### src/hdl/pdsc_pkg.sv
// ----------------------------------------------------------------------------
// pdsc_pkg: shared types and constants of the packet deframer
// Field widths, status codes, result item layout and queue sizing.
// ----------------------------------------------------------------------------
package pdsc_pkg;

  localparam int BYTE_W   = 8;
  localparam int STATUS_W = 3;
  localparam int COUNT_W  = 9;

  localparam logic [COUNT_W-1:0] COUNT_MAX    = 9'd511;
  localparam logic [COUNT_W-1:0] HEADER_BYTES = 9'd3;
  localparam logic [COUNT_W-1:0] MIN_PACKET   = 9'd4;

  localparam logic [BYTE_W-1:0] START_MARKER_RESET = 8'd170;

  // Default depth of the result queue; it must hold at least two items.
  localparam int QUEUE_DEPTH_DEFAULT = 4;

  localparam logic KIND_PAYLOAD = 1'b0;
  localparam logic KIND_STATUS  = 1'b1;

  typedef enum logic [STATUS_W-1:0] {
    STATUS_OK        = 3'd0,
    STATUS_TOO_SHORT = 3'd1,
    STATUS_BAD_START = 3'd2,
    STATUS_TRUNCATED = 3'd3,
    STATUS_BAD_SUM   = 3'd4
  } status_t;

  typedef struct packed {
    logic                item_kind;
    logic [BYTE_W-1:0]   payload_data;
    logic [STATUS_W-1:0] parse_status;
    logic [BYTE_W-1:0]   command_code;
    logic [BYTE_W-1:0]   payload_count;
  } result_t;

  // What the parser hands to the result queue for one accepted byte.
  typedef struct packed {
    logic    payload_push;
    logic    status_push;
    result_t payload_item;
    result_t status_item;
  } push_t;

endpackage

### src/hdl/pdsc_byte_if.sv
// ----------------------------------------------------------------------------
// pdsc_byte_if: input byte channel
// Valid/ready channel carrying one received byte and its end-of-buffer flag.
// ----------------------------------------------------------------------------
interface pdsc_byte_if import pdsc_pkg::*; ();
  logic              valid;
  logic              ready;
  logic [BYTE_W-1:0] rx_byte;
  logic              end_of_buffer;

  modport source (output valid, output rx_byte, output end_of_buffer, input ready);
  modport sink   (input valid, input rx_byte, input end_of_buffer, output ready);
endinterface

### src/hdl/pdsc_result_if.sv
// ----------------------------------------------------------------------------
// pdsc_result_if: result item channel
// Valid/ready channel carrying payload bytes and final buffer status.
// ----------------------------------------------------------------------------
interface pdsc_result_if import pdsc_pkg::*; ();
  logic                valid;
  logic                ready;
  logic                item_kind;
  logic [BYTE_W-1:0]   payload_data;
  logic [STATUS_W-1:0] parse_status;
  logic [BYTE_W-1:0]   command_code;
  logic [BYTE_W-1:0]   payload_count;

  modport source (output valid, output item_kind, output payload_data,
                  output parse_status, output command_code, output payload_count,
                  input ready);
  modport sink   (input valid, input item_kind, input payload_data,
                  input parse_status, input command_code, input payload_count,
                  output ready);
endinterface

### src/hdl/packet_deframer_sum_checksum_core.sv
// ----------------------------------------------------------------------------
// packet_deframer_sum_checksum_core: start-byte/length packet deframer
// Passes payload bytes on and reports a final status with an 8-bit sum check.
// ----------------------------------------------------------------------------
//
//   Channel  Direction  Payload                                  Moves per transfer
//   rx       in         rx_byte, end_of_buffer                   one buffer byte
//   tx       out        item_kind, payload_data, parse_status,   one result item
//                       command_code, payload_count
//   cfg      in         cfg_data (start_marker)                  one register write
//
// A byte is taken in every cycle while the result queue has room for two items,
// so the sustained rate is one byte per clock; the parser update is a single
// 8-bit add and compare per byte. Results are held in and presented from a
// registered queue. Only a final byte that also carries payload
// yields two results; the queue absorbs the second one without a stall when
// the output side keeps up. Reset (rst, synchronous) empties the queue, clears
// the buffer state and sets start_marker to 170. A stalled output only holds
// off input once fewer than two queue entries are free.
//
module packet_deframer_sum_checksum_core import pdsc_pkg::*; #(
  parameter int QUEUE_DEPTH = QUEUE_DEPTH_DEFAULT
) (
  input  logic                 clk,
  input  logic                 rst,
  input  logic                 cfg_we,
  input  logic [BYTE_W-1:0]    cfg_data,
  pdsc_byte_if.sink            rx,
  pdsc_result_if.source        tx
);

  push_t   push;
  logic    room_for_two;
  logic    in_fire;
  result_t out_item;

  // Input is accepted whenever the queue can take the worst case of two items.
  assign rx.ready = room_for_two;
  assign in_fire  = rx.valid && room_for_two;

  // The parser holds all per-buffer state and decides, for each byte, whether
  // a payload item, a status item or both are produced.
  pdsc_parser u_parser (
    .clk           (clk),
    .rst           (rst),
    .cfg_we        (cfg_we),
    .cfg_data      (cfg_data),
    .in_fire       (in_fire),
    .rx_byte       (rx.rx_byte),
    .end_of_buffer (rx.end_of_buffer),
    .push          (push)
  );

  // The queue registers results and decouples the output handshake.
  pdsc_result_queue #(
    .DEPTH (QUEUE_DEPTH)
  ) u_queue (
    .clk          (clk),
    .rst          (rst),
    .push         (push),
    .room_for_two (room_for_two),
    .out_valid    (tx.valid),
    .out_item     (out_item),
    .out_ready    (tx.ready)
  );

  assign tx.item_kind     = out_item.item_kind;
  assign tx.payload_data  = out_item.payload_data;
  assign tx.parse_status  = out_item.parse_status;
  assign tx.command_code  = out_item.command_code;
  assign tx.payload_count = out_item.payload_count;

endmodule

### src/hdl/pdsc_parser.sv
// ----------------------------------------------------------------------------
// pdsc_parser: per-byte packet parsing state
// Tracks position, header fields and running sum; builds result items.
// ----------------------------------------------------------------------------
module pdsc_parser import pdsc_pkg::*; (
  input  logic              clk,
  input  logic              rst,
  input  logic              cfg_we,
  input  logic [BYTE_W-1:0] cfg_data,
  input  logic              in_fire,
  input  logic [BYTE_W-1:0] rx_byte,
  input  logic              end_of_buffer,
  output push_t             push
);

  logic [BYTE_W-1:0]  start_marker;
  logic [COUNT_W-1:0] bytes_seen;
  logic               start_matched;
  logic [BYTE_W-1:0]  held_command;
  logic [BYTE_W-1:0]  held_length;
  logic [BYTE_W-1:0]  running_sum;
  logic               sum_matched;

  logic [COUNT_W-1:0] bytes_seen_next;
  logic               start_matched_next;
  logic [BYTE_W-1:0]  held_command_next;
  logic [BYTE_W-1:0]  held_length_next;
  logic [BYTE_W-1:0]  running_sum_next;
  logic               sum_matched_next;

  logic [COUNT_W-1:0] check_pos;
  logic [COUNT_W-1:0] full_len;
  logic               is_payload;
  status_t            status;

  assign check_pos = HEADER_BYTES + {1'b0, held_length};

  always_comb begin
    start_matched_next = start_matched;
    held_command_next  = held_command;
    held_length_next   = held_length;
    running_sum_next   = running_sum;
    sum_matched_next   = sum_matched;
    is_payload         = 1'b0;
    if (bytes_seen == '0) begin
      start_matched_next = (rx_byte == start_marker);
    end else if (bytes_seen == 9'd1) begin
      held_command_next = rx_byte;
      running_sum_next  = rx_byte;
    end else if (bytes_seen == 9'd2) begin
      held_length_next = rx_byte;
      running_sum_next = running_sum + rx_byte;
    end else if (bytes_seen < check_pos) begin
      running_sum_next = running_sum + rx_byte;
      is_payload       = 1'b1;
    end else if (bytes_seen == check_pos) begin
      sum_matched_next = (rx_byte == running_sum);
    end
    bytes_seen_next = (bytes_seen < COUNT_MAX) ? bytes_seen + 9'd1 : bytes_seen;
  end

  assign full_len = {1'b0, held_length_next} + MIN_PACKET;

  always_comb begin
    if (bytes_seen_next < MIN_PACKET) begin
      status = STATUS_TOO_SHORT;
    end else if (!start_matched_next) begin
      status = STATUS_BAD_START;
    end else if (bytes_seen_next < full_len) begin
      status = STATUS_TRUNCATED;
    end else if (!sum_matched_next) begin
      status = STATUS_BAD_SUM;
    end else begin
      status = STATUS_OK;
    end
  end

  always_comb begin
    push.payload_push               = in_fire && is_payload;
    push.status_push                = in_fire && end_of_buffer;
    push.payload_item.item_kind     = KIND_PAYLOAD;
    push.payload_item.payload_data  = rx_byte;
    push.payload_item.parse_status  = STATUS_OK;
    push.payload_item.command_code  = '0;
    push.payload_item.payload_count = '0;
    push.status_item.item_kind      = KIND_STATUS;
    push.status_item.payload_data   = '0;
    push.status_item.parse_status   = status;
    push.status_item.command_code   = held_command_next;
    push.status_item.payload_count  = held_length_next;
  end

  always_ff @(posedge clk) begin
    if (rst) begin
      start_marker <= START_MARKER_RESET;
    end else if (cfg_we) begin
      start_marker <= cfg_data;
    end
  end

  always_ff @(posedge clk) begin
    if (rst) begin
      bytes_seen    <= '0;
      start_matched <= 1'b0;
      held_command  <= '0;
      held_length   <= '0;
      running_sum   <= '0;
      sum_matched   <= 1'b0;
    end else if (in_fire) begin
      if (end_of_buffer) begin
        // The status closes the buffer; start fresh for the next one.
        bytes_seen    <= '0;
        start_matched <= 1'b0;
        held_command  <= '0;
        held_length   <= '0;
        running_sum   <= '0;
        sum_matched   <= 1'b0;
      end else begin
        bytes_seen    <= bytes_seen_next;
        start_matched <= start_matched_next;
        held_command  <= held_command_next;
        held_length   <= held_length_next;
        running_sum   <= running_sum_next;
        sum_matched   <= sum_matched_next;
      end
    end
  end

endmodule

### src/hdl/pdsc_result_queue.sv
// ----------------------------------------------------------------------------
// pdsc_result_queue: registered result queue
// Takes up to two items per cycle and presents one registered item per cycle while out_ready is high.
// ----------------------------------------------------------------------------
module pdsc_result_queue import pdsc_pkg::*; #(
  parameter int DEPTH = QUEUE_DEPTH_DEFAULT
) (
  input  logic    clk,
  input  logic    rst,
  input  push_t   push,
  output logic    room_for_two,
  output logic    out_valid,
  output result_t out_item,
  input  logic    out_ready
);

  localparam int PTR_W = (DEPTH > 1) ? $clog2(DEPTH) : 1;
  localparam int CNT_W = $clog2(DEPTH + 1);
  localparam logic [CNT_W-1:0] LIMIT = CNT_W'(DEPTH - 2);

  result_t          mem [DEPTH];
  logic [PTR_W-1:0] rd_ptr;
  logic [PTR_W-1:0] wr_ptr;
  logic [CNT_W-1:0] count;

  logic [PTR_W-1:0] wr_ptr_plus1;
  logic [PTR_W-1:0] wr_ptr_next;
  logic [PTR_W-1:0] rd_ptr_plus1;
  logic [CNT_W-1:0] count_next;
  logic             pop;
  logic [1:0]       n_push;

  function automatic logic [PTR_W-1:0] ptr_inc(input logic [PTR_W-1:0] p);
    logic [PTR_W-1:0] r;
    if (p == PTR_W'(DEPTH - 1)) begin
      r = '0;
    end else begin
      r = p + PTR_W'(1);
    end
    return r;
  endfunction

  assign wr_ptr_plus1 = ptr_inc(wr_ptr);
  assign rd_ptr_plus1 = ptr_inc(rd_ptr);
  assign n_push       = {1'b0, push.payload_push} + {1'b0, push.status_push};
  assign pop          = out_valid && out_ready;
  assign room_for_two = (count <= LIMIT);
  assign out_valid    = (count != '0);
  assign out_item     = mem[rd_ptr];

  always_comb begin
    case (n_push)
      2'd1:    wr_ptr_next = wr_ptr_plus1;
      2'd2:    wr_ptr_next = ptr_inc(wr_ptr_plus1);
      default: wr_ptr_next = wr_ptr;
    endcase
    count_next = count + CNT_W'(n_push) - CNT_W'(pop);
  end

  always_ff @(posedge clk) begin
    if (push.payload_push) begin
      mem[wr_ptr] <= push.payload_item;
      if (push.status_push) begin
        mem[wr_ptr_plus1] <= push.status_item;
      end
    end else if (push.status_push) begin
      mem[wr_ptr] <= push.status_item;
    end
  end

  always_ff @(posedge clk) begin
    if (rst) begin
      rd_ptr <= '0;
      wr_ptr <= '0;
      count  <= '0;
    end else begin
      wr_ptr <= wr_ptr_next;
      count  <= count_next;
      if (pop) begin
        rd_ptr <= rd_ptr_plus1;
      end
    end
  end

endmodule
### src/flat_wrapper.sv
// flat-port wrapper written by rule: the top's interface ports become plain ports
module packet_deframer_sum_checksum_core_flat import pdsc_pkg::*;
#(
  parameter int QUEUE_DEPTH = QUEUE_DEPTH_DEFAULT
)
  (clk, rst, cfg_we, cfg_data, rx_valid, rx_rx_byte, rx_end_of_buffer, rx_ready, tx_valid, tx_item_kind, tx_payload_data, tx_parse_status, tx_command_code, tx_payload_count, tx_ready);
  pdsc_byte_if rx_i ();
  pdsc_result_if tx_i ();
  input  logic clk;
  input  logic rst;
  input  logic cfg_we;
  input  logic [BYTE_W-1:0] cfg_data;
  input wire logic [$bits(rx_i.valid)-1:0] rx_valid;
  input wire logic [$bits(rx_i.rx_byte)-1:0] rx_rx_byte;
  input wire logic [$bits(rx_i.end_of_buffer)-1:0] rx_end_of_buffer;
  output wire logic [$bits(rx_i.ready)-1:0] rx_ready;
  output wire logic [$bits(tx_i.valid)-1:0] tx_valid;
  output wire logic [$bits(tx_i.item_kind)-1:0] tx_item_kind;
  output wire logic [$bits(tx_i.payload_data)-1:0] tx_payload_data;
  output wire logic [$bits(tx_i.parse_status)-1:0] tx_parse_status;
  output wire logic [$bits(tx_i.command_code)-1:0] tx_command_code;
  output wire logic [$bits(tx_i.payload_count)-1:0] tx_payload_count;
  input wire logic [$bits(tx_i.ready)-1:0] tx_ready;
  assign rx_i.valid = rx_valid;
  assign rx_i.rx_byte = rx_rx_byte;
  assign rx_i.end_of_buffer = rx_end_of_buffer;
  assign rx_ready = rx_i.ready;
  assign tx_valid = tx_i.valid;
  assign tx_item_kind = tx_i.item_kind;
  assign tx_payload_data = tx_i.payload_data;
  assign tx_parse_status = tx_i.parse_status;
  assign tx_command_code = tx_i.command_code;
  assign tx_payload_count = tx_i.payload_count;
  assign tx_i.ready = tx_ready;
  packet_deframer_sum_checksum_core #(.QUEUE_DEPTH(QUEUE_DEPTH)) u_core (.clk(clk), .rst(rst), .cfg_we(cfg_we), .cfg_data(cfg_data), .rx(rx_i), .tx(tx_i));
endmodule
### config.mk
export PLATFORM = sky130hd
export DESIGN_NAME = packet_deframer_sum_checksum_core_flat
export DESIGN_NICKNAME = d
export VERILOG_FILES = /design/src/hdl/pdsc_pkg.sv /design/src/hdl/pdsc_byte_if.sv /design/src/hdl/pdsc_result_if.sv /design/src/hdl/packet_deframer_sum_checksum_core.sv /design/src/hdl/pdsc_parser.sv /design/src/hdl/pdsc_result_queue.sv /design/src/flat_wrapper.sv
export SDC_FILE = /design/constraint.sdc
export NUM_CORES = 1
export LEC_CHECK = 0
export BUFFER_PORTS_ARGS = -buffer_cell sky130_fd_sc_hd__buf_2
export CAP_MARGIN = 20
export CORE_MARGIN = 3
export CORE_UTILIZATION = 45
export CTS_CLUSTER_SIZE = 14
export DETAILED_ROUTE_END_ITERATION = 8
export GPL_ROUTABILITY_DRIVEN = 1
export GPL_TIMING_DRIVEN = 1
export PLACE_DENSITY = 0.72
export SLEW_MARGIN = 10
export SYNTH_ARGS = -nofsm -noshare
export SYNTH_HDL_FRONTEND = slang
export SYNTH_SLANG_ARGS = --single-unit
### constraint.sdc
create_clock -name clk -period 9 [get_ports clk]
set_input_delay 0.9 -clock clk [delete_from_list [all_inputs] [get_ports clk]]
set_output_delay 0.9 -clock clk [all_outputs]
set_load 0.01 [all_outputs]
## Word-level counts from Yosys, hierarchy flattened

Memory sizes are Yosys's and may differ from the RTL's. A register that Yosys moved wholly into a read port is not among the register bits.
Cells that the tools add are included.

- Bits in read-only memories: 0
- Memories kept: 1
- Logic and storage cells: 91
- Bits in registers: 50
- Output and inout bits: 30
- Bits in latches: 0
- RAM bits: 112
- Input bits: 22

Memories:

| memory | words | width | read ports | clocked after memory_dff | write ports | RTL line | source |
|---|---|---|---|---|---|---|---|
| u_core.u_queue.mem | 4 | 28 | 1 | 1 | 2 | pdsc_result_queue.sv:21 | `result_t mem [DEPTH];` |

- Mux-type cells: 44
- Multipliers: 0
- Divide/modulo/power cells: 0
- $lt $le $gt $ge: 5
- $add $sub $neg: 10
- Equal/unequal tests: 11
- Shift-type cells: 0
- Reduce and logical (&&, ||, !) cells: 9
- Bitwise operators: 1

Operator list:

| cell | number |
|---|---|
| 8-bit 2-to-1 mux | 12 |
| 28-bit 2-to-1 mux | 1 |
| 1-bit 2-to-1 mux | 19 |
| 9-bit less-than comparator | 2 |
| 9-bit 2-to-1 mux | 2 |
| 8-bit == test | 2 |
| 3-bit 2-to-1 mux | 4 |
| 2-bit 2-to-1 mux | 5 |
| 2-bit by 8-bit adder with 9-bit output, first input constant | 1 |
| 8-bit by 3-bit adder with 9-bit output, second input constant | 1 |
| 9-bit by 1-bit adder with 9-bit output, second input constant | 1 |
| 9-bit by 1-bit == test with 1-bit output, second input constant | 1 |
| 9-bit by 2-bit == test with 1-bit output, second input constant | 1 |
| 9-bit == test | 1 |
| 9-bit logical NOT | 1 |
| 9-bit by 3-bit less-than comparator with 1-bit output, second input constant | 1 |
| 9-bit less-than comparator, second input constant | 1 |
| 8-bit adder | 1 |
| 2-bit == test, second input constant | 4 |
| 2-bit by 1-bit adder with 2-bit output, second input constant | 3 |
| 1-bit logical AND | 4 |
| 2-bit one-hot mux with 2 select lines | 1 |
| 4-bit nonzero test | 1 |
| 3-bit by 2-bit adder with 3-bit output | 1 |
| other kinds (9) | 9 |

## Longest topological paths before layout

Gate-level depths: netlist of the first run.

- Word-level depth: 12
- Mapped depth: 19
- Gate-level depth less buffers: 19

## By module

From an unflattened synthesis of the first run, not the netlist that was laid out.

- Cell total of the unflattened synthesis: 798
- Area total of the unflattened synthesis: 10,179.8 µm²

Modules (own cells, without submodules):

| module | cells an instance | instances | area each (µm²) | seq. area each (µm²) |
|---|---|---|---|---|
| pdsc_result_queue | 342 | 1 | 6,428.7 | 3,543.4 |
| pdsc_parser | 455 | 1 | 3,744.8 | 860.8 |
| packet_deframer_sum_checksum_core | 1 | 1 | 6.3 | 0.0 |

## Least setup slack after synthesis of the first run

Ideal clock, no wire load.

- Path type: register -> register
- From: reg u_core.u_parser.bytes_seen[0]
- To: mem u_core.u_queue.mem[2][17] in the netlist's numbering (data pin)
- Library setup time: 0.255 ns
- Stages on the path, launching flop included: 16
- Buffers on the path: 1
- Path slack: 5.043 ns
- Required time: 8.745 ns
- Period minus slack after synthesis: 3.957 ns
- Arrival: 3.702 ns
- Path through: dfxtp_1 > inv_1 > ha_1 > nor3b_1 > nand3_2 > buf_6 > mux2i_1 > or4_1 > or3_1 > ha_1 > nand4_1 > or2_2 > nand2_1 > o311a_1 > o21ai_4 > and3b_1

RTL lines:

| what | RTL line | source |
|---|---|---|
| from (decl) | pdsc_parser.sv:17 | `logic [COUNT_W-1:0] bytes_seen;` |
| from (signal assigned) | pdsc_parser.sv:119 | `bytes_seen <= bytes_seen_next;` |
| to (decl) | pdsc_result_queue.sv:21 |  |

==> run_results.csv, run 1 <==
group,metric,value,unit
floorplan,die_area,0.0205,mm2
power,ir_worst_vdd,137,uV
placement,gp_congestion,0.950,
layout,drive_gt1_share,15.3,%
worst_setup_path,setup.worst_path.end_class,"flip-flop",
worst_setup_path,critical_path.most_common_cell,"ha_1",
hold_path,min-delay-start,"u_core.u_queue.mem[0][19]",
timing,worst_slew_pin_slew,1.04,ns
floorplan,start_util,46.5,%
logic_synthesis,synth_edf_count,76,
route,routedWlPerCell,17.8,um
job,drv_cap,0,
layout,area.growth.synth_to_final,12.0,%
clock_network,post_cts_buffers,0,
placement,portBuffers,51,
global_routing,grt_overflow_total,0,
layout,diodes,0,
logic_synthesis,syn_inst,826,
route,drtIter0Drc,605,
worst_setup_path,r2r_slack,4.44,ns
timing,drv_slew,0,
layout,nFillCells,1593,
route,wl,19600,um
worst_setup_path,max_stage_delay,0.61,ns
worst_setup_path,r2r-end,"u_core.u_queue.mem[2][17]",
global_routing,grt_antenna_before_repair,0,
clock_network,tritoncts,"yes",
hold_path,holdPathStages,2,
timing,relSlewSlack,30.8,%
worst_setup_path,crit_required,9.18,ns
timing,clock.fmax,219,MHz
floorplan,die_w,143,um
power,leakage,3.66,nW
logic_synthesis,postSynthNetCount,893,
power,powerDensity,228,mW/mm2
timing,rsz0062_at_grt,"no",
placement,hpwl,13400,um
timing,hold_viol,0,
floorplan,fp-row-count,49,
worst_setup_path,worstPathCellList,"inv_1, ha_1, nor3b_1, nand3_2, mux2i_1, or4_1, or3_1, ha_1, nand4_1, or2_2, nand2_1, o311a_1, o21ai_4, and3b_1",
worst_setup_path,crit_arrival,4.75,ns
clock_network,clkTransAtPathRegs,0.07,ns
clock_network,clk_path_buf_depth,2,
clock_network,cts_made_buffers,17,
timing,setup_viol,0,
timing,holdWs,0.455,ns
floorplan,io_pins,52,
global_routing,grt_pass1_vias,5997,
route,vias,6254,
floorplan,die_h,143,um
clock_network,insertion_delay,0.43,ns
worst_setup_path,path_buf_inv,1,
hold_path,hold_path.class,"flip-flop to flip-flop",
global_routing,grt_pass1_wl,31600,um
clock_network,clock_sinks,164,
worst_setup_path,start_kind,"flip-flop",
logic_synthesis,ys.flop_type,"dfxtp_1",
worst_setup_path,worst-setup-path-type,"flip-flop to flip-flop",
layout,fin_nets,928,
logic_synthesis,async_reset_ff_share,0,%
worst_setup_path,crit_fanout,11,
status,outcome,"finished, final reports clean",
global_routing,track_usage,19.7,%
timing,fin_skew,0.0102,ns
logic_synthesis,synth_cell_type_count,62,
worst_setup_path,r2r_start,"u_core.u_parser.bytes_seen[0]",
clock_network,htree_levels,4,
worst_setup_path,ff2ff_path_depth,14,
clock_network,clock_tree.root_cell,"clkbuf_16",
floorplan,fp.coreArea,0.0182,mm2
route,vias_per_cell,5.67,
hold_path,hold_end,"u_core.u_queue.mem[0][19]",
timing,tns,0,ns
worst_setup_path,cp_slowest_cell,"or4_1",
route,dr.pass1.iters,5,
clock_network,cts_hold_buf,0,
route,drtAntennaViolNets,0,
route,route.detailed.drc,0,
logic_synthesis,yosys_warnings,0,
timing,finalCritPeriodShare,50.7,%
global_routing,grt_max_degree,45,
logic_synthesis,yosysSeqAreaShare,47.8,%
logic_synthesis,synth_area,0.00846,mm2
worst_setup_path,cpLargestDelayFamily,"simple AND/OR/NAND/NOR gates",
logic_synthesis,synth-seq-cells,164,
worst_setup_path,critPathLaunch,"u_core.u_parser.bytes_seen[0]",
logic_synthesis,post_synth.cell_area_avg,10.2,um2
timing,fin_crit,4.56,ns
clock_network,cts_resized,0,
## power breakdown
part	leakage (nW)	internal, W	switching (W)
Sequential	1.40	0.000889	0.0000764
Combinational	1.98	0.000227	0.000250
Clock	0.280	0.000392	0.000326
## synth_stat cells (all sizes together), types with 2 or more instances
library cell	n	area, um2
fa	2	40.0
ha	43	538
nand2	96	360
or2	2	12.5
a31o	2	17.5
inv	25	93.8
or3	4	25.0
a211o	5	43.8
a21oi	68	340
mux2	3	37.5
o21a	7	52.6
xnor2	23	201
o31ai	3	22.5
nor4	3	33.8
nor2b	16	100
xor2	6	52.6
o2bb2ai	8	70.1
clkbuf	39	148
a22oi	19	143
nor3	13	70.1
nand2b	13	81.3
o211ai	6	45.0
nand3	12	65.1
mux4	28	631
o21bai	3	22.5
mux2i	24	240
edfxtp	76	2280
buf	5	38.8
and2	7	43.8
nor2	126	473
a211oi	2	15.0
o21ai	10	61.3
a21o	7	52.6
and3	9	56.3
dfxtp	88	1760
nand4	7	50.1
## layer usage
metal / share of wire [%] / up-vias / track usage (%)
met1: 46 / 2994 / 26.6
met3: 5.0 / 49 / 4.69
met5: 0 / - / 0
met4: 3.4 / 0 / 8.75
li1: - / 3010 / -
met2: 45 / 201 / 30.3
## stage by stage
step | setup WS, ns | util (%) | cells | cell area, um2 | power, W
floorplan | 5.04 | - | 826 | 8460 | 0.00130
global placement | 4.70 | 48.7 | 1069 | 8870 | 0.00145
detailed placement | 4.53 | 48.7 | 1069 | 8870 | 0.00146
CTS | 4.48 | 52.0 | 1101 | 9460 | 0.00218
global route | 4.15 | 52.1 | 1103 | 9480 | 0.00227
finish | 4.44 | 52.1 | 1103 | 9480 | 0.00216
## cell usage in the layout, fill, tap and decap left out, drive strengths merged, types with 3 or more instances in the layout
| cell type | instances |
|---|---|
| nor2 | 126 |
| a21oi | 68 |
| xnor2 | 23 |
| ha | 43 |
| o21bai | 3 |
| nor2b | 16 |
| clkbuf | 18 |
| o2bb2ai | 8 |
| inv | 31 |
| clkinvlp | 3 |
| o211ai | 6 |
| and3 | 9 |
| clkinv | 5 |
| o21ai | 10 |
| mux2 | 3 |
| buf | 59 |
| and2 | 7 |
| nand2 | 96 |
| a21o | 7 |
| nor4 | 3 |
| mux2i | 24 |
| edfxtp | 76 |
| or3 | 4 |
| nand2b | 13 |
| nand4 | 7 |
| a211o | 5 |
| nor3 | 13 |
| xor2 | 6 |
| o31ai | 3 |
| mux4 | 28 |
| o21a | 7 |
| dfxtp | 88 |
| a22oi | 19 |
| nand3 | 12 |
## cell type report
cell class | instances | area, um2 | area share (%)
clock inverter | 15 | 165 | 1.74
tap | 229 | 287 | 3.02
inverter | 25 | 93.8 | 0.989
clock buffer | 17 | 425 | 4.49
timing repair buffer | 60 | 328 | 3.46
multi-input combinational | 593 | 4140 | 43.7
sequential | 164 | 4050 | 42.7
## sequential cells by signal, indices dropped and copies added, names as in the netlist, named ones only
signal / cells
u_core.u_queue.mem: 112
u_core.u_parser.bytes_seen: 9
u_core.u_parser.held_command: 8
u_core.u_parser.held_length: 8
u_core.u_parser.running_sum: 8
u_core.u_parser.start_marker: 8
u_core.u_queue.count: 3
u_core.u_queue.rd_ptr: 2
u_core.u_queue.wr_ptr: 2
u_core.u_parser.start_matched: 1
u_core.u_parser.sum_matched: 1
## worst reg2reg max path, delay by kind of cell, from the launching register on
kind / cells / cell delay, ns
simple gates: 8 / 2.41
fa+ha+maj: 2 / 0.60
flops: 1 / 0.45
mux: 1 / 0.39
compound gates: 2 / 0.33
buf+inv: 1 / 0.13
## how the worst max path moves through the flow
stage                                 to  slack, ns  depth (start not counted)
6_report       u_core.u_queue.mem[2][17]       4.44                         14
5_1_grt        u_core.u_queue.mem[0][18]       4.15                         14
4_1_cts        u_core.u_queue.mem[2][17]       4.48                         14
3_5_place_dp   u_core.u_queue.mem[2][17]       4.53                         14
3_3_place_gp   u_core.u_queue.mem[2][17]       4.70                         14
2_1_floorplan  u_core.u_queue.mem[2][17]       5.04                         15
## cell families after synthesis
family	Yosys count	synth area share, %
compound gates	150	11.5
xor+xnor	29	3.00
fa+ha+maj	45	6.83
buf+inv	69	3.31
flops	164	47.8
mux	55	10.7
simple gates	314	16.8
Note: power is estimated with default switching activity, not from simulation.
==> run 2, diff against run 1 <==
PLACE_DENSITY = 0.74   (was 0.72)
clock period = 4.05 ns   (was 9 ns; I/O delays follow)
==> run 2 against run 1 <==
Effect of this change:
- total power is 120% higher
- core utilization is 2.3 points higher
- register-to-register slack worse by 4.2 ns
- fmax is 19% higher
- critical path type unchanged
- highest routed layer unchanged
==> run_results.csv, run 2 (synthesis gave the netlist of run 1 again) <==
group,metric,value,unit
power,powerDensity,484,mW/mm2
layout,fin_area,0.00991,mm2
clock_network,tritoncts,"yes",
power,leakage,3.87,nW
placement,placed_cell_area,0.00923,mm2
floorplan,die_area,0.0205,mm2
worst_setup_path,start_kind,"flip-flop",
layout,nFillCells,1533,
layout,fin_nets,967,
timing,fin_crit,3.84,ns
route,vias,6411,
clock_network,cts_made_buffers,17,
layout,diodes,0,
worst_setup_path,critPathLaunch,"u_core.u_parser.bytes_seen[1]",
timing,worst_slew_pin_slew,0.950,ns
clock_network,clk_path_buf_depth,2,
layout,reg_top3,"u_core.u_queue.mem: 112 flops, u_core.u_parser.bytes_seen: 9 flops",
floorplan,die_h,143,um
placement,placed_cells,1107,
layout,fin_cells,1142,
layout,area.growth.synth_to_final,17.0,%
status,outcome,"finished, final reports clean",
layout,largest_register_ffs,112,
worst_setup_path,crit_required,4.23,ns
layout,final_common_cell,"nor2_1",
layout,fin_util,54.4,%
worst_setup_path,crit_cells,14,
route,drtAntennaViolNets,0,
power,ir_worst_vdd,298,uV
job,drv_cap,0,
route,route.detailed.drc,0,
worst_setup_path,r2r-end,"u_core.u_queue.mem[2][17]",
layout,final_cell_mix,"nor2_1, nand2_1, dfxtp_1",
timing,setup_viol,0,
placement,dp_slack,0.0531,ns
timing,fin_skew,0.00842,ns
worst_setup_path,crit_fanout,8,
clock_network,clock_sinks,164,
layout,drive_gt1_share,20.7,%
worst_setup_path,worst-setup-path-type,"flip-flop to flip-flop",
worst_setup_path,cp_slowest_cell,"or4_4",
global_routing,track_usage,20.2,%
clock_network,clock_tree.root_cell,"clkbuf_16",
placement,hpwl,14100,um
layout,regMostFlops,"u_core.u_queue.mem",
clock_network,insertion_delay,0.43,ns
clock_network,htree_levels,4,
timing,finalCritPeriodShare,94.9,%
route,wl,20100,um
worst_setup_path,path_buf_inv,1,
worst_setup_path,r2r_slack,0.21,ns
worst_setup_path,crit_arrival,4.02,ns
hold_path,hold_path.class,"input port to flip-flop",
global_routing,grt_pass1_wl,32300,um
floorplan,die_w,143,um
timing,drv_slew,0,
placement,gp_congestion,0.906,
worst_setup_path,max_stage_delay,0.55,ns
clock_network,clkTransAtPathRegs,0.07,ns
worst_setup_path,r2r_start,"u_core.u_parser.bytes_seen[1]",
worst_setup_path,setup.worst_path.end_class,"flip-flop",
route,drtIter0Drc,501,
timing,fin_ws,0.206,ns
placement,portBuffers,51,
worst_setup_path,setup.worst_path.end,"u_core.u_queue.mem[2][17]",
global_routing,grt_max_degree,45,
floorplan,fp-row-count,49,
route,vias_per_cell,5.61,
timing,relSlewSlack,36.7,%
timing,tns,0,ns
timing,clock.fmax,260,MHz
hold_path,holdPathStages,2,
worst_setup_path,cpLargestDelayFamily,"simple AND/OR/NAND/NOR gates",
worst_setup_path,worstPathCellList,"inv_1, ha_1, nor3b_2, nand3_4, mux2i_2, or4_4, or3_4, ha_4, nand4_1, or2_2, o211ai_1, o311a_1, o21ai_4, and3b_1",
timing,hold_viol,0,
global_routing,grt_pass1_vias,6350,
floorplan,io_pins,52,
route,dr.pass1.iters,5,
global_routing,grt_antenna_before_repair,0,
floorplan,fp.coreArea,0.0182,mm2
floorplan,start_util,46.5,%
worst_setup_path,ff2ff_path_depth,14,
global_routing,grt_overflow_total,0,
route,routedWlPerCell,17.6,um
[run 2: cell count changes in the layout (fill, tap and decap cells not counted), sizes merged]
cell,before,now
clkbuf,18,17
inv,31,32
clkinv,5,4
buf,59,99
[run 2: worst min-delay path by stage]
stage	from	end	slack [ns]
4_1_cts	cfg_data[7]	u_core.u_parser.start_marker[7]	0.16
3_3_place_gp	u_core.u_queue.mem[1][27]	u_core.u_queue.mem[1][27]	0.43
5_1_grt	cfg_data[7]	u_core.u_parser.start_marker[7]	0.17
3_5_place_dp	u_core.u_queue.mem[0][27]	u_core.u_queue.mem[0][27]	0.44
6_report	cfg_data[7]	u_core.u_parser.start_marker[7]	0.17
2_1_floorplan	u_core.u_queue.mem[2][27]	u_core.u_queue.mem[2][27]	0.42
[run 2: worst reg2reg max path: stages (launching register included)]
cell and delay [ns]:
dfxtp_4 0.38, inv_1 0.08, ha_1 0.23, nor3b_2 0.27
nand3_4 0.15, mux2i_2 0.21, or4_4 0.55, or3_4 0.36
ha_4 0.29, nand4_1 0.11, or2_2 0.34, o211ai_1 0.10
o311a_1 0.24, o21ai_4 0.10, and3b_1 0.17
[run 2: what timing repair did]
item                       CTS  global route
hold buffers                 0             0
setup buffers                0             2
resized for setup            0            18
setup endpoints to repair    0            44
[run 2: area by class of cell]
class	instances	area (um2)	area share, %
multi-input cells	593	4200	42.4
flip-flops and latches	164	4060	40.9
repair buffers	99	698	7.05
clock buffers	17	425	4.29
well taps	229	287	2.89
clock inverters	15	148	1.49
inverters	25	93.8	0.947
[run 2: routing by layer]
layer	up-vias	wire length, um	track usage [%]
met5	-	0	0
met4	0	626	8.25
met3	40	1040	4.55
met2	192	9440	32.8
met1	3087	9000	26.2
li1	3092	-	-
[run 2: per-stage QoR]
step | total power (W) | hold slack (ns)
final | 0.00480 | 0.171
after global routing | 0.00505 | 0.172
after CTS | 0.00483 | 0.156
after detailed placement | 0.00326 | 0.440
after global placement | 0.00323 | 0.428
after floorplan | 0.00288 | 0.418
[run 2: where the power goes]
part | total, W | switching (W) | leakage, nW | internal (W)
Clock | 0.00157 | 0.000703 | 0.277 | 0.000863
Combinational | 0.00109 | 0.000551 | 2.19 | 0.000541
Sequential | 0.00214 | 0.000168 | 1.40 | 0.00197
==> run 3, diff against run 2 <==
--- a/config.mk
+++ b/config.mk
@@ -8,5 +8,5 @@
 export BUFFER_PORTS_ARGS = -buffer_cell sky130_fd_sc_hd__buf_2
 export CAP_MARGIN = 20
-export CORE_MARGIN = 3
+export CORE_MARGIN = 4
 export CORE_UTILIZATION = 45
 export CTS_CLUSTER_SIZE = 14
==> constraint.sdc (replaced) <==
create_clock -name clk -period 4.05 [get_ports clk]
set_input_delay 0.2025 -clock clk [delete_from_list [all_inputs] [get_ports clk]]
set_output_delay 0.2025 -clock clk [all_outputs]
set_load 0.01 [all_outputs]
==> run 3 against run 2 <==
Effect of this change:
- sequential cell count is the same
- clock skew grew 0.0049 ns
- hold slack lost 0.047 ns
- critical endpoint unchanged
- highest routed layer unchanged
==> run_results.csv, run 3 (synthesis gave the netlist of run 1 again) <==
group,metric,value,unit
clock_network,cts_made_buffers,17,
worst_setup_path,worst-setup-path-type,"flip-flop to flip-flop",
floorplan,start_util,46.5,%
timing,tns,0,ns
worst_setup_path,setup.worst_path.end_class,"flip-flop",
route,drtAntennaViolNets,0,
power,powerDensity,491,mW/mm2
floorplan,die_area,0.0211,mm2
layout,fin_area,0.00998,mm2
timing,drv_slew,0,
job,drv_cap,0,
placement,placed_cell_area,0.00920,mm2
power,leakage,3.91,nW
clock_network,tritoncts,"yes",
power,ir_worst_vdd,286,uV
global_routing,grt_max_degree,29,
timing,setup_viol,0,
placement,gp_congestion,0.896,
placement,dp_slack,0.0291,ns
hold_path,hold_path.class,"input port to flip-flop",
route,drtIter0Drc,625,
layout,final_cell_mix,"nor2_1, nand2_1, dfxtp_1",
status,outcome,"finished, final reports clean",
timing,finalCritPeriodShare,95.4,%
placement,hpwl,14200,um
route,vias_per_cell,5.60,
global_routing,grt_pass1_vias,6335,
timing,fin_crit,3.87,ns
route,wl,20400,um
layout,reg_top3,"u_core.u_queue.mem: 112 flops, u_core.u_parser.bytes_seen: 9 flops",
route,dr.pass1.iters,5,
power,power,0.00489,W
timing,hold_viol,0,
timing,holdWs,0.123,ns
timing,clock.fmax,259,MHz
floorplan,die_h,145,um
timing,fin_skew,0.0133,ns
timing,relSlewSlack,35.9,%
worst_setup_path,crit_fanout,8,
clock_network,clk_path_buf_depth,2,
layout,area.growth.synth_to_final,17.9,%
route,route.detailed.drc,0,
worst_setup_path,crit_arrival,4.06,ns
clock_network,clkTransAtPathRegs,0.07,ns
global_routing,grt_pass1_wl,33400,um
floorplan,fp-row-count,49,
worst_setup_path,crit_required,4.24,ns
global_routing,grt_overflow_total,0,
worst_setup_path,start_kind,"flip-flop",
timing,fin_ws,0.184,ns
timing,worst_slew_pin_slew,0.962,ns
global_routing,track_usage,19.7,%
layout,diodes,0,
clock_network,htree_levels,4,
floorplan,die_w,145,um
layout,drive_gt1_share,19.9,%
layout,regMostFlops,"u_core.u_queue.mem",
floorplan,io_pins,52,
layout,final_common_cell,"nor2_1",
clock_network,clock_sinks,164,
floorplan,fp.coreArea,0.0182,mm2
layout,fin_nets,974,
placement,portBuffers,51,
clock_network,clock_tree.root_cell,"clkbuf_16",
route,routedWlPerCell,17.7,um
clock_network,insertion_delay,0.44,ns
layout,largest_register_ffs,112,
route,vias,6438,
global_routing,grt_antenna_before_repair,0,
run 3: area by class of cell:
type / count / area (um2)
Tap cell: 229 / 287
Timing Repair Buffer: 106 / 751
Clock inverter: 14 / 181
Inverter: 25 / 93.8
Clock buffer: 18 / 429
Multi-Input combinational cell: 593 / 4180
Sequential cell: 164 / 4050
Fill cell: 1556 / 8230
run 3: path summary, 6_finish.rpt:
kind / start / endpoint / slack, ns / depth (start not counted)
worst max-delay path: u_core.u_parser.bytes_seen[0] / u_core.u_queue.mem[2][17] / 0.18 / 14
worst min-delay path: rx_rx_byte[0] / u_core.u_parser.held_command[0] / 0.12 / 3
worst max register to register: u_core.u_parser.bytes_seen[0] / u_core.u_queue.mem[2][17] / 0.18 / 14
worst min register to register: u_core.u_queue.mem[0][27] / u_core.u_queue.mem[0][27] / 0.45 / 2
run 3: report_power, final:
part | switching (W) | internal, W | leakage, nW
Combinational | 0.000556 | 0.000539 | 2.22
Sequential | 0.000159 | 0.00197 | 1.40
Clock | 0.000728 | 0.000939 | 0.297
Total | 0.00144 | 0.00345 | 3.91
run 3: through the flow:
stage,cells,utilization (%)
6_report,1149,54.8
2_1_floorplan,826,-
5_1_grt,1149,54.8
4_1_cts,1144,54.3
3_5_place_dp,1104,50.5
3_3_place_gp,1104,50.5
run 3: worst max-delay path, stage by stage, from the launching register on:
cell and delay (ns):
dfxtp_4 0.38, inv_1 0.08, ha_1 0.23, nor3b_2 0.22, nand3_2 0.18, mux2i_2 0.21, or4_4 0.55, or3_1 0.35
ha_1 0.33, nand4_1 0.13, or2_2 0.35, o211ai_1 0.10, o311a_1 0.24, o21ai_4 0.10, and3b_1 0.17
run 3: layer usage:
| metal | GRT usage (%) | up-vias | share of wire (%) |
|---|---|---|---|
| li1 | - | 3112 | - |
| met1 | 26.1 | 3113 | 44 |
| met2 | 32.1 | 184 | 49 |
| met3 | 3.90 | 29 | 4.9 |
| met4 | 7.31 | 0 | 2.4 |
| met5 | 0 | - | 0 |
run 3: timing repair:
| action | CTS | global route |
|---|---|---|
| setup endpoints to repair | 1 | 19 |
| cloned | 0 | 0 |
| buffers inserted | 0 | 4 |
| endpoints found under the hold margin | 8 | 0 |
| pin swaps | 0 | 3 |
| resized for setup | 1 | 13 |
| hold buffers | 8 | 0 |
